**config.mk**
```make
export PLATFORM = sky130hd
export DESIGN_NAME = pes_packet_parser_core
export DESIGN_NICKNAME = d
export VERILOG_FILES = /design/src/design/pes_pkg.sv /design/src/design/pes_parse.sv /design/src/design/pes_packet_parser_core.sv
export SDC_FILE = /design/constraint.sdc
export NUM_CORES = 1
export LEC_CHECK = 0
export BUFFER_PORTS_ARGS = -buffer_cell sky130_fd_sc_hd__buf_4
export CAP_MARGIN = 20
export CORE_ASPECT_RATIO = 1.75
export CORE_UTILIZATION = 55
export DETAILED_ROUTE_END_ITERATION = 7
export MAX_ROUTING_LAYER = met4
export PLACE_DENSITY = 0.75
export SYNTH_ARGS = -nofsm -noshare
export SYNTH_HDL_FRONTEND = slang
export SYNTH_SLANG_ARGS = --single-unit
```
**constraint.sdc**
```tcl
create_clock -name i_clk -period 10.89 [get_ports i_clk]
set_clock_uncertainty 0.05 [all_clocks]
set_input_delay 0.5445 -clock i_clk [delete_from_list [all_inputs] [get_ports i_clk]]
set_output_delay 0.5445 -clock i_clk [all_outputs]
set_load 0.01 [all_outputs]
```
**src/design/pes_pkg.sv**
```systemverilog
// PES parser package: phase codes, header sub-state codes, class codes.
// No dependencies.
package pes_pkg;
    localparam int LookaheadBytes = 4;

    localparam logic [2:0] PH_SEEK0   = 3'd0;
    localparam logic [2:0] PH_ONEZERO = 3'd1;
    localparam logic [2:0] PH_ZEROS   = 3'd2;
    localparam logic [2:0] PH_ID      = 3'd3;
    localparam logic [2:0] PH_LENHI   = 3'd4;
    localparam logic [2:0] PH_LENLO   = 3'd5;
    localparam logic [2:0] PH_HEADER  = 3'd6;
    localparam logic [2:0] PH_BODY    = 3'd7;

    localparam logic [2:0] HS_FIRST   = 3'd0;
    localparam logic [2:0] HS_M2FLAGS = 3'd1;
    localparam logic [2:0] HS_M2HDL   = 3'd2;
    localparam logic [2:0] HS_M2REST  = 3'd3;
    localparam logic [2:0] HS_M1STUFF = 3'd4;
    localparam logic [2:0] HS_M1STDB  = 3'd5;
    localparam logic [2:0] HS_M1CODE  = 3'd6;
    localparam logic [2:0] HS_M1TS    = 3'd7;

    localparam logic [2:0] CL_UNKNOWN = 3'd0;
    localparam logic [2:0] CL_AC3     = 3'd1;
    localparam logic [2:0] CL_PRIVATE = 3'd2;
    localparam logic [2:0] CL_AUDIO   = 3'd3;
    localparam logic [2:0] CL_VIDEO   = 3'd4;

    typedef struct packed {
        logic [7:0]  payload_byte;
        logic        has_byte;
        logic        first_of_packet;
        logic        last_of_packet;
        logic [7:0]  stream_number;
        logic [2:0]  stream_class;
        logic [4:0]  sub_stream;
        logic [32:0] pts_value;
        logic        pts_present;
        logic [32:0] dts_value;
        logic        dts_present;
        logic [15:0] payload_count;
    } t_result;

    // Fold one timestamp byte into an accumulator; k is the byte index 0..4.
    function automatic logic [32:0] ts_fold(input logic [32:0] acc, input logic [2:0] k,
                                            input logic [7:0] b);
        logic [32:0] r;
        case (k)
            3'd0: r = {30'd0, b[3:1]};
            3'd1, 3'd3: r = {acc[24:0], b};
            default: r = {acc[25:0], b[7:1]};
        endcase
        return r;
    endfunction
endpackage

```
**src/design/pes_parse.sv**
```systemverilog
// PES parser state machine: one stream byte per request, at most one result.
// Depends on pes_pkg.
module pes_parse #(
    parameter int LOOKAHEAD_BYTES = pes_pkg::LookaheadBytes
) (
    input  logic             i_clk,
    input  logic             i_rst_n,
    input  logic             i_take,
    input  logic [7:0]       i_byte,
    output logic             o_emit,
    output pes_pkg::t_result o_res
);
    localparam int CW = $clog2(LOOKAHEAD_BYTES + 1);

    logic [2:0]  r_phase, n_phase;
    logic [7:0]  r_stream, n_stream;
    logic [15:0] r_len, n_len;
    logic [15:0] r_pos, n_pos;
    logic [7:0]  r_hsize, n_hsize;
    logic [32:0] r_pts, n_pts, r_dts, n_dts;
    logic        r_fpts, n_fpts, r_fdts, n_fdts;
    logic        r_started, n_started;
    logic [7:0]  r_hold [LOOKAHEAD_BYTES];
    logic [7:0]  n_hold [LOOKAHEAD_BYTES];
    logic [CW-1:0] r_hcnt, n_hcnt;
    logic [2:0]  r_hsub, n_hsub;
    logic [3:0]  r_tsi, n_tsi;
    logic [3:0]  r_tsn, n_tsn;
    logic [2:0]  r_cls, n_cls;
    logic [4:0]  r_sub, n_sub;
    logic [1:0]  r_skip, n_skip;
    logic [15:0] r_pcnt, n_pcnt;
    logic        r_pend, n_pend;

    logic        emit;
    logic [7:0]  e_byte;
    logic        e_has, e_last;
    logic [2:0]  e_cls;
    logic [4:0]  e_sub;
    logic [15:0] e_pcnt;
    logic        done, last, start_hit;
    logic [7:0]  bb;
    logic        blast, b_do;
    logic [3:0]  tsi_w;
    logic [2:0]  ts_k;
    logic [7:0]  tb;
    logic        ts_do;
    logic [15:0] pos1;
    logic [CW-1:0] hc;
    logic        new_pkt;
    logic [7:0]  new_id;

    assign pos1 = r_pos + 16'd1;

    always_comb begin
        n_phase = r_phase; n_stream = r_stream; n_len = r_len; n_pos = r_pos;
        n_hsize = r_hsize; n_pts = r_pts; n_dts = r_dts;
        n_fpts = r_fpts; n_fdts = r_fdts; n_started = r_started; n_hold = r_hold;
        n_hcnt = r_hcnt; n_hsub = r_hsub; n_tsi = r_tsi; n_tsn = r_tsn;
        n_cls = r_cls; n_sub = r_sub; n_skip = r_skip; n_pcnt = r_pcnt;
        n_pend = r_pend;
        emit = 1'b0; e_byte = 8'd0; e_has = 1'b0; e_last = 1'b0;
        done = 1'b0; last = 1'b0; start_hit = 1'b0; bb = i_byte; blast = 1'b0;
        b_do = 1'b0; ts_do = 1'b0; tsi_w = r_tsi; tb = i_byte; ts_k = 3'd0;
        new_pkt = 1'b0; new_id = i_byte; hc = r_hcnt;

        case (r_phase)
            pes_pkg::PH_SEEK0: if (i_byte == 8'd0) n_phase = pes_pkg::PH_ONEZERO;
            pes_pkg::PH_ONEZERO:
                n_phase = (i_byte == 8'd0) ? pes_pkg::PH_ZEROS : pes_pkg::PH_SEEK0;
            pes_pkg::PH_ZEROS: begin
                if (i_byte == 8'd1) n_phase = pes_pkg::PH_ID;
                else if (i_byte != 8'd0) n_phase = pes_pkg::PH_SEEK0;
            end
            pes_pkg::PH_ID: begin
                if (i_byte > 8'hbb) new_pkt = 1'b1;
                else n_phase = (i_byte == 8'd0) ? pes_pkg::PH_ONEZERO : pes_pkg::PH_SEEK0;
            end
            pes_pkg::PH_LENHI: begin
                n_len = {i_byte, 8'd0};
                n_phase = pes_pkg::PH_LENLO;
            end
            pes_pkg::PH_LENLO: begin
                n_len = {r_len[15:8], i_byte};
                n_pos = 16'd0;
                n_phase = pes_pkg::PH_HEADER;
            end
            pes_pkg::PH_HEADER: begin
                // header sub-state step
                case (r_hsub)
                    pes_pkg::HS_FIRST, pes_pkg::HS_M1STUFF, pes_pkg::HS_M1CODE: begin
                        if (r_hsub == pes_pkg::HS_FIRST && i_byte[7:6] == 2'd2) begin
                            n_hsub = pes_pkg::HS_M2FLAGS;
                        end else if (r_hsub != pes_pkg::HS_M1CODE && i_byte == 8'hff) begin
                            n_hsub = pes_pkg::HS_M1STUFF;
                        end else if (r_hsub != pes_pkg::HS_M1CODE && i_byte[7:6] == 2'd1) begin
                            n_hsub = pes_pkg::HS_M1STDB;
                        end else if (i_byte[7:4] == 4'd2 || i_byte[7:4] == 4'd3) begin
                            n_tsn = (i_byte[7:4] == 4'd2) ? 4'd5 : 4'd10;
                            tsi_w = 4'd0;
                            ts_do = 1'b1;
                            n_hsub = pes_pkg::HS_M1TS;
                        end else begin
                            done = 1'b1;
                        end
                    end
                    pes_pkg::HS_M2FLAGS: begin
                        n_tsn = (i_byte[7:6] == 2'd2) ? 4'd5 :
                                (i_byte[7:6] == 2'd3) ? 4'd10 : 4'd0;
                        n_hsub = pes_pkg::HS_M2HDL;
                    end
                    pes_pkg::HS_M2HDL: begin
                        n_hsize = i_byte;
                        n_tsi = 4'd0;
                        n_hsub = pes_pkg::HS_M2REST;
                        done = (i_byte == 8'd0);
                    end
                    pes_pkg::HS_M2REST: begin
                        if (r_tsi < r_tsn) ts_do = 1'b1;
                        done = (r_pos - 16'd2) >= {8'd0, r_hsize};
                    end
                    pes_pkg::HS_M1STDB: n_hsub = pes_pkg::HS_M1CODE;
                    default: begin
                        ts_do = 1'b1;
                        done = (r_tsi + 4'd1) >= r_tsn;
                    end
                endcase
                last = (r_len != 16'd0) && (pos1 >= r_len);
                if (done) begin
                    if (r_len != 16'd0 && !last && r_cls != pes_pkg::CL_UNKNOWN)
                        n_pcnt = r_len - pos1;
                    else
                        n_pcnt = 16'd0;
                end
                if (last) begin
                    if (r_pend) begin
                        n_pend = 1'b0;
                        n_cls = pes_pkg::CL_PRIVATE;
                    end
                    emit = 1'b1; e_last = 1'b1;
                    n_phase = pes_pkg::PH_SEEK0;
                end else begin
                    n_pos = pos1;
                    if (done) begin
                        n_phase = pes_pkg::PH_BODY;
                        n_hcnt = '0;
                    end
                end
            end
            default: begin
                if (r_len != 16'd0) begin
                    blast = pos1 >= r_len;
                    n_pos = pos1;
                    b_do = 1'b1;
                    if (blast) n_phase = pes_pkg::PH_SEEK0;
                end else begin
                    start_hit = 1'b0;
                    for (int k = 3; k <= LOOKAHEAD_BYTES; k++) begin
                        if (hc == CW'(k) && r_hold[k-3] == 8'd0 && r_hold[k-2] == 8'd0 &&
                            r_hold[k-1] == 8'd1 && i_byte > 8'hbb)
                            start_hit = 1'b1;
                    end
                    if (start_hit) begin
                        if (hc > CW'(3)) begin
                            bb = r_hold[0]; blast = 1'b1; b_do = 1'b1;
                        end else begin
                            if (r_pend) begin
                                n_pend = 1'b0;
                                n_cls = pes_pkg::CL_PRIVATE;
                            end
                            emit = 1'b1; e_last = 1'b1;
                        end
                        new_pkt = 1'b1;
                    end else if (hc < CW'(LOOKAHEAD_BYTES)) begin
                        for (int k = 0; k < LOOKAHEAD_BYTES; k++)
                            if (hc == CW'(k)) n_hold[k] = i_byte;
                        n_hcnt = hc + CW'(1);
                    end else begin
                        bb = r_hold[0]; b_do = 1'b1;
                        for (int k = 0; k < LOOKAHEAD_BYTES - 1; k++)
                            n_hold[k] = r_hold[k+1];
                        n_hold[LOOKAHEAD_BYTES-1] = i_byte;
                    end
                end
            end
        endcase

        // timestamp byte fold
        if (ts_do) begin
            ts_k = (tsi_w >= 4'd5) ? 3'(tsi_w - 4'd5) : tsi_w[2:0];
            if (tsi_w < 4'd5) begin
                n_pts = pes_pkg::ts_fold(r_pts, ts_k, tb);
                if (ts_k == 3'd4) n_fpts = 1'b1;
            end else if (tsi_w < 4'd10) begin
                n_dts = pes_pkg::ts_fold(r_dts, ts_k, tb);
                if (ts_k == 3'd4) n_fdts = 1'b1;
            end
            n_tsi = tsi_w + 4'd1;
        end

        // payload byte handling
        if (b_do) begin
            if (r_pend) begin
                n_pend = 1'b0;
                if (bb >= 8'h80 && bb <= 8'h8f) begin
                    n_cls = pes_pkg::CL_AC3;
                    n_sub = {1'b0, bb[3:0]};
                    n_skip = 2'd3;
                    n_pcnt = (r_pcnt >= 16'd4) ? r_pcnt - 16'd4 : 16'd0;
                end else begin
                    n_cls = pes_pkg::CL_PRIVATE;
                    n_sub = 5'd0;
                    n_pcnt = 16'd0;
                end
                if (blast) begin emit = 1'b1; e_last = 1'b1; end
            end else if (r_skip != 2'd0) begin
                n_skip = r_skip - 2'd1;
                if (blast) begin emit = 1'b1; e_last = 1'b1; end
            end else if (r_cls == pes_pkg::CL_AC3 || r_cls == pes_pkg::CL_AUDIO ||
                         r_cls == pes_pkg::CL_VIDEO) begin
                emit = 1'b1; e_has = 1'b1; e_byte = bb; e_last = blast;
            end else if (blast) begin
                emit = 1'b1; e_last = 1'b1;
            end
        end

        if (emit) n_started = 1'b1;

        // hold the closing packet's fields before a new packet overwrites them
        e_cls = n_cls; e_sub = n_sub; e_pcnt = n_pcnt;

        // open a new packet
        if (new_pkt) begin
            n_stream = new_id; n_phase = pes_pkg::PH_LENHI;
            n_len = 16'd0; n_pos = 16'd0; n_hsize = 8'd0; n_pts = '0; n_dts = '0;
            n_fpts = 1'b0; n_fdts = 1'b0; n_started = 1'b0;
            n_hcnt = '0; n_hsub = pes_pkg::HS_FIRST; n_tsi = 4'd0; n_tsn = 4'd0;
            n_skip = 2'd0; n_pcnt = 16'd0; n_pend = 1'b0; n_sub = 5'd0;
            if (new_id == 8'hbd) begin
                n_cls = pes_pkg::CL_PRIVATE; n_pend = 1'b1;
            end else if (new_id >= 8'hc0 && new_id <= 8'hdf) begin
                n_cls = pes_pkg::CL_AUDIO; n_sub = new_id[4:0];
            end else if (new_id >= 8'he0 && new_id <= 8'hef) begin
                n_cls = pes_pkg::CL_VIDEO; n_sub = {1'b0, new_id[3:0]};
            end else begin
                n_cls = pes_pkg::CL_UNKNOWN;
            end
        end
    end

    // result fields from the pre-update state; class, sub-stream, count and header-phase timestamps use updated values
    always_comb begin
        o_emit = emit;
        o_res.payload_byte = e_byte;
        o_res.has_byte = e_has;
        o_res.first_of_packet = ~r_started;
        o_res.last_of_packet = e_last;
        o_res.stream_number = r_stream;
        o_res.stream_class = (b_do || last) ? e_cls : r_cls;
        o_res.sub_stream = (b_do || last) ? e_sub : r_sub;
        o_res.pts_value = r_fpts ? r_pts : 33'd0;
        o_res.pts_present = r_fpts;
        o_res.dts_value = r_fdts ? r_dts : 33'd0;
        o_res.dts_present = r_fdts;
        o_res.payload_count = (b_do || last) ? e_pcnt : r_pcnt;
        if (r_phase == pes_pkg::PH_HEADER) begin
            o_res.pts_value = n_fpts ? n_pts : 33'd0;
            o_res.pts_present = n_fpts;
            o_res.dts_value = n_fdts ? n_dts : 33'd0;
            o_res.dts_present = n_fdts;
        end
    end

    // advance state on each accepted request
    always_ff @(posedge i_clk) begin
        if (!i_rst_n) begin
            r_phase <= pes_pkg::PH_SEEK0; r_stream <= 8'd0; r_len <= 16'd0;
            r_pos <= 16'd0; r_hsize <= 8'd0; r_pts <= '0; r_dts <= '0;
            r_fpts <= 1'b0; r_fdts <= 1'b0; r_started <= 1'b0;
            for (int k = 0; k < LOOKAHEAD_BYTES; k++) r_hold[k] <= 8'd0;
            r_hcnt <= '0; r_hsub <= pes_pkg::HS_FIRST; r_tsi <= 4'd0; r_tsn <= 4'd0;
            r_cls <= pes_pkg::CL_UNKNOWN; r_sub <= 5'd0; r_skip <= 2'd0;
            r_pcnt <= 16'd0; r_pend <= 1'b0;
        end else if (i_take) begin
            r_phase <= n_phase; r_stream <= n_stream; r_len <= n_len; r_pos <= n_pos;
            r_hsize <= n_hsize; r_pts <= n_pts; r_dts <= n_dts;
            r_fpts <= n_fpts; r_fdts <= n_fdts; r_started <= n_started; r_hold <= n_hold;
            r_hcnt <= n_hcnt; r_hsub <= n_hsub; r_tsi <= n_tsi; r_tsn <= n_tsn;
            r_cls <= n_cls; r_sub <= n_sub; r_skip <= n_skip; r_pcnt <= n_pcnt;
            r_pend <= n_pend;
        end
    end
endmodule

```
**src/design/pes_packet_parser_core.sv**
```systemverilog
// PES packet parser top level: input register, parse stage, output skid queue.
// A byte is registered on acceptance, parsed, and its result written into the output queue.
// The single-pass parse stage takes one byte per cycle while o_stall is low; o_stall rises as the queue fills.
// Reset: synchronous active-low i_rst_n clears the search state and empties queues.
// Depends on pes_pkg and pes_parse.
module pes_packet_parser_core #(
    parameter int LOOKAHEAD_BYTES = pes_pkg::LookaheadBytes
) (
    input  logic        i_clk,
    input  logic        i_rst_n,
    input  logic        i_valid,
    output logic        o_stall,
    input  logic [7:0]  i_data_byte,
    output logic        o_valid,
    input  logic        i_stall,
    output logic [7:0]  o_payload_byte,
    output logic        o_has_byte,
    output logic        o_first_of_packet,
    output logic        o_last_of_packet,
    output logic [7:0]  o_stream_number,
    output logic [2:0]  o_stream_class,
    output logic [4:0]  o_sub_stream,
    output logic [32:0] o_pts_value,
    output logic        o_pts_present,
    output logic [32:0] o_dts_value,
    output logic        o_dts_present,
    output logic [15:0] o_payload_count
);
    logic             r_in_vld;
    logic [7:0]       r_in_byte;
    logic             take, emit;
    pes_pkg::t_result res;
    // three-entry output queue
    pes_pkg::t_result r_q [3];
    logic [1:0]       r_cnt;
    logic [1:0]       wr_idx;
    logic             out_pop, push;

    // accept while the queue can absorb the in-flight result and one more
    assign o_stall = (r_cnt == 2'd3) || (r_cnt == 2'd2 && r_in_vld);
    assign take    = r_in_vld;

    always_ff @(posedge i_clk) begin
        if (!i_rst_n) begin
            r_in_vld <= 1'b0;
        end else begin
            r_in_vld <= i_valid && !o_stall;
        end
        r_in_byte <= i_data_byte;
    end

    pes_parse #(.LOOKAHEAD_BYTES(LOOKAHEAD_BYTES)) u_parse (
        .i_clk  (i_clk),
        .i_rst_n(i_rst_n),
        .i_take (take),
        .i_byte (r_in_byte),
        .o_emit (emit),
        .o_res  (res)
    );

    assign push    = take && emit;
    assign out_pop = o_valid && !i_stall;
    assign wr_idx  = r_cnt - {1'b0, out_pop};

    // queue update: shift on pop, write the new result behind the survivors
    always_ff @(posedge i_clk) begin
        if (!i_rst_n) begin
            r_cnt <= 2'd0;
        end else begin
            r_cnt <= r_cnt + {1'b0, push} - {1'b0, out_pop};
        end
        for (int k = 0; k < 2; k++) begin
            if (push && wr_idx == 2'(k)) r_q[k] <= res;
            else if (out_pop) r_q[k] <= r_q[k+1];
        end
        if (push && wr_idx == 2'd2) r_q[2] <= res;
    end

    assign o_valid           = r_cnt != 2'd0;
    assign o_payload_byte    = r_q[0].payload_byte;
    assign o_has_byte        = r_q[0].has_byte;
    assign o_first_of_packet = r_q[0].first_of_packet;
    assign o_last_of_packet  = r_q[0].last_of_packet;
    assign o_stream_number   = r_q[0].stream_number;
    assign o_stream_class    = r_q[0].stream_class;
    assign o_sub_stream      = r_q[0].sub_stream;
    assign o_pts_value       = r_q[0].pts_value;
    assign o_pts_present     = r_q[0].pts_present;
    assign o_dts_value       = r_q[0].dts_value;
    assign o_dts_present     = r_q[0].dts_present;
    assign o_payload_count   = r_q[0].payload_count;

`ifndef SYNTHESIS
    a_no_overflow: assert property (@(posedge i_clk) disable iff (!i_rst_n)
        !(r_cnt == 2'd3 && push && !out_pop)) else $error("result queue overflow");
    a_cnt_range: assert property (@(posedge i_clk) disable iff (!i_rst_n)
        ({1'b0, r_cnt} + {2'b0, r_in_vld}) <= 3'd3) else $error("queue over capacity");
    a_byte_flag: assert property (@(posedge i_clk) disable iff (!i_rst_n)
        o_valid && !o_has_byte |-> o_last_of_packet) else $error("empty result not last");
`endif
endmodule

```
==> impl_metrics.ini <==
[power]
vdd_ir_drop_max_v = 0.000112
power_density_nw_per_um2 = 174
p_leak_nw = 10.1

[sta]
setup_tns_ps = 0
report.final.slew_viol_count = 0
hold_violations = 0
final_period_minus_worst_setup_slack_ps = 6220
rsz0062_at_grt = false
slew_headroom_pct = 22.9
fin_crit_sh_pct = 57.1
setup_viol = 0
worstMarginPinSlew_ps = 1160
fmaxAchievable_mhz = 161
worst_slack_ps = 4670

[hold_path]
min-delay-start = i_data_byte[3]
hold_depth = 1
hp-class = in -> reg
holdPathEnd = r_in_byte[3]$_DFF_P_

[floorplanning]
die_y_um = 295
ioPinCount = 125
row_count = 107
core_area_um2 = 48600
die-area_um2 = 50100
die_w_um = 170
start_util_pct = 55.6

[routing]
drt_iter0_markers = 1427
routedWlPerCell_um = 21.3
first_pass_iters = 5
antenna_left = 0
avgViaCountPerCell = 6.15
drc = 0
vias = 19600
routed_wl_mm = 67.7

[global_routing]
antenna_found_initial = 0
grt_start_max_net_pins = 94
grt_first_pass_wirelength_mm = 105
grt_usage_pct = 27.7
grt-ovfl-total = 0
grt_pass1_vias = 19200

[synthesis]
synth_fp_nets = 2618
synth_area_leaders = edfxtp_1 37%, dfxtp_1 15%, mux2_2 6.2%
synth-edff-count = 333
synth_area_um2 = 27000
synth-seq-cells = 535
avgSynthCellArea_um2 = 10.6
synth.top_cell.area_share_pct = 37.0
yosys_warnings = 0
async_flop_share_pct = 0
synth-main-ff-cell = edfxtp_1
synth.yosys.seq_area_share_pct = 52.0
syn-instance-count = 2554
synth_largest_area_cell = edfxtp_1
synth.distinct_cells = 94

[clock_tree]
cts_tree = yes
numCtsBuffers = 48
root_buffer = clkbuf_16
cts_max_path_buffers = 3
cts_max_level = 2
cts_num_sinks = 535
clk_pin_slew_ps = 60
cts_setup_buffers = 0
worstSkewPairLatency_ps = 590

[worst_setup_path]
crit_path_start_kind = flip-flop
r2r_end = r_q[0][111]$_DFFE_PP_
crit_fanout = 72
r2r-start = u_parse.r_pos[2]$_SDFFE_PN0P_
cp.arrival_ps = 6490
rr_worst_depth = 19
endpoint_kind = flip-flop
rrSetupSlack_ps = 4670
critical_path_class = reg -> reg
required_ps = 11170

[place]
io_buffers = 124
post-place-ws_ps = 4670
globalplace.congestion = 0.897
placed_area_um2 = 27500
dp_hpwl_mm = 44.8

[cells_and_area]
drive_above_1_share_pct = 16.9
nNetsFinal = 2551
syn2layout_area_growth_pct = 8.59
diodes = 0
fillers = 3934
stdcell_area_um2 = 29300

[job]
drv_cap = 0

[outcome]
status = finished clean
==> per-stage QoR <==
step	total power, mW	util (%)	instances	hold slack (ps)
2_1_floorplan	3.13	-	2554	382
3_3_place_gp	3.26	56.6	3086	393
3_5_place_dp	3.29	56.6	3086	403
4_1_cts	5.14	60.2	3177	3.54
5_1_grt	5.27	60.4	3180	1.87
6_report	5.11	60.4	3180	14.9
==> sequential cells by signal, summed over array words and instances (netlist names), 4 cells and up <==
register          count
r_q                 333
u_parse.r_dts        33
u_parse.r_pts        33
u_parse.r_hold       32
u_parse.r_len        16
u_parse.r_pcnt       16
u_parse.r_pos        16
r_in_byte             8
u_parse.r_hsize       8
u_parse.r_stream      8
u_parse.r_sub         5
u_parse.r_tsi         4
==> where the power goes <==
group	leakage [nW]	internal [mW]	total, mW	switching (mW)
clock	0.817	1.09	1.87	0.777
combinational	4.78	0.333	0.763	0.430
sequential	4.54	2.42	2.47	0.0582
==> routing by layer <==
layer / track usage (%) / share of wire [%] / vias up
li1: - / - / 9099
met1: 30.2 / 37 / 9607
met2: 48.9 / 52 / 672
met3: 2.80 / 4.7 / 191
met4: 15.8 / 5.8 / 0
met5: - / 0 / -
==> worst max path at each step <==
stage                                  start               endpoint  slack (ps)
2_1_floorplan  u_parse.r_pos[6]$_SDFFE_PN0P_    r_q[0][0]$_DFFE_PP_        2200
3_3_place_gp   u_parse.r_pos[4]$_SDFFE_PN0P_  r_q[0][328]$_DFFE_PP_        4850
3_5_place_dp   u_parse.r_pos[4]$_SDFFE_PN0P_  r_q[0][331]$_DFFE_PP_        4670
4_1_cts        u_parse.r_pos[4]$_SDFFE_PN0P_  r_q[0][266]$_DFFE_PP_        4660
5_1_grt        u_parse.r_pos[4]$_SDFFE_PN0P_  r_q[0][118]$_DFFE_PP_        4340
6_report       u_parse.r_pos[2]$_SDFFE_PN0P_  r_q[0][111]$_DFFE_PP_        4670
==> synthesized netlist by cell type, drive strengths merged, types with 5 or more instances <==
| master | instances |
|---|---|
| o31a | 6 |
| a32oi | 10 |
| o21bai | 10 |
| o21ai | 126 |
| xor2 | 17 |
| and4 | 6 |
| a22oi | 15 |
| a211oi | 29 |
| o31ai | 9 |
| nand2 | 281 |
| ha | 51 |
| nand3b | 6 |
| mux2i | 37 |
| or3 | 44 |
| o22ai | 5 |
| and3 | 13 |
| inv | 47 |
| xnor2 | 19 |
| mux2 | 231 |
| clkbuf | 118 |
| dfxtp | 202 |
| o211ai | 14 |
| nor4 | 14 |
| or2 | 6 |
| nor3 | 33 |
| nor2 | 166 |
| a21oi | 158 |
| nand4 | 35 |
| nor2b | 9 |
| edfxtp | 333 |
| a21o | 16 |
| buf | 160 |
| and2 | 17 |
| a22o | 5 |
| nand2b | 44 |
| nand3 | 152 |
| a31oi | 6 |
| a32o | 27 |
| o21a | 14 |
==> placed cells by master (no fill, tap or decap), drive strengths merged, types with 51 or more instances in the layout <==
cell    netlist  final
edfxtp      333    333
clkbuf      118     64
mux2        231    231
a21oi       158    158
nor2        166    166
dfxtp       202    202
o21ai       126    126
buf         160    159
nand3       152    152
nand2       281    281
ha           51     51
==> worst max-delay path, cell delays in order, from the launching register on <==
cell	delay (ps)
dfxtp_1	480
ha_1	240
and3_1	230
nand2_1	70
nor2_1	270
and3_1	290
nand3_1	110
xor2_1	180
ha_1	360
o21ai_0	100
o21bai_1	320
a2bb2oi_1	390
o31ai_4	190
nand2_1	150
o21ai_1	150
o21a_1	300
a21oi_4	190
buf_4	490
buf_4	820
mux2_2	430
==> logic make-up (layout without fill, tap and decap cells) <==
kind of cell	count (synthesis)	in the layout	synth area share (%)
AND/OR/NAND/NOR	843	843	15.0
flip-flops	535	535	52.0
AO/OA/AOI/OAI	495	495	12.0
buffers and inverters	325	297	6.44
multiplexers	268	268	11.0
adder cells (fa/ha/maj)	52	52	2.44
XOR/XNOR	36	36	1.17
==> layout make-up <==
| class | instances | area, µm² | share of cell area (%) |
|---|---|---|---|
| Tap cell | 654 | 818 | 2.79 |
| Clock buffer | 64 | 1310 | 4.47 |
| Sequential cell | 535 | 14000 | 47.9 |
| Timing Repair Buffer | 161 | 1270 | 4.32 |
| Multi-Input combinational cell | 1694 | 11300 | 38.5 |
| Inverter | 47 | 179 | 0.610 |
| Clock inverter | 25 | 410 | 1.40 |
==> timing repair <==
| item | CTS | global route |
|---|---|---|
| endpoints found under the setup margin | 0 | 0 |
| endpoints found under the hold margin | 2 | 0 |
| gates resized for setup | 0 | 0 |
| hold buffers | 2 | 0 |
Note: power is estimated with default switching activity, not from simulation.
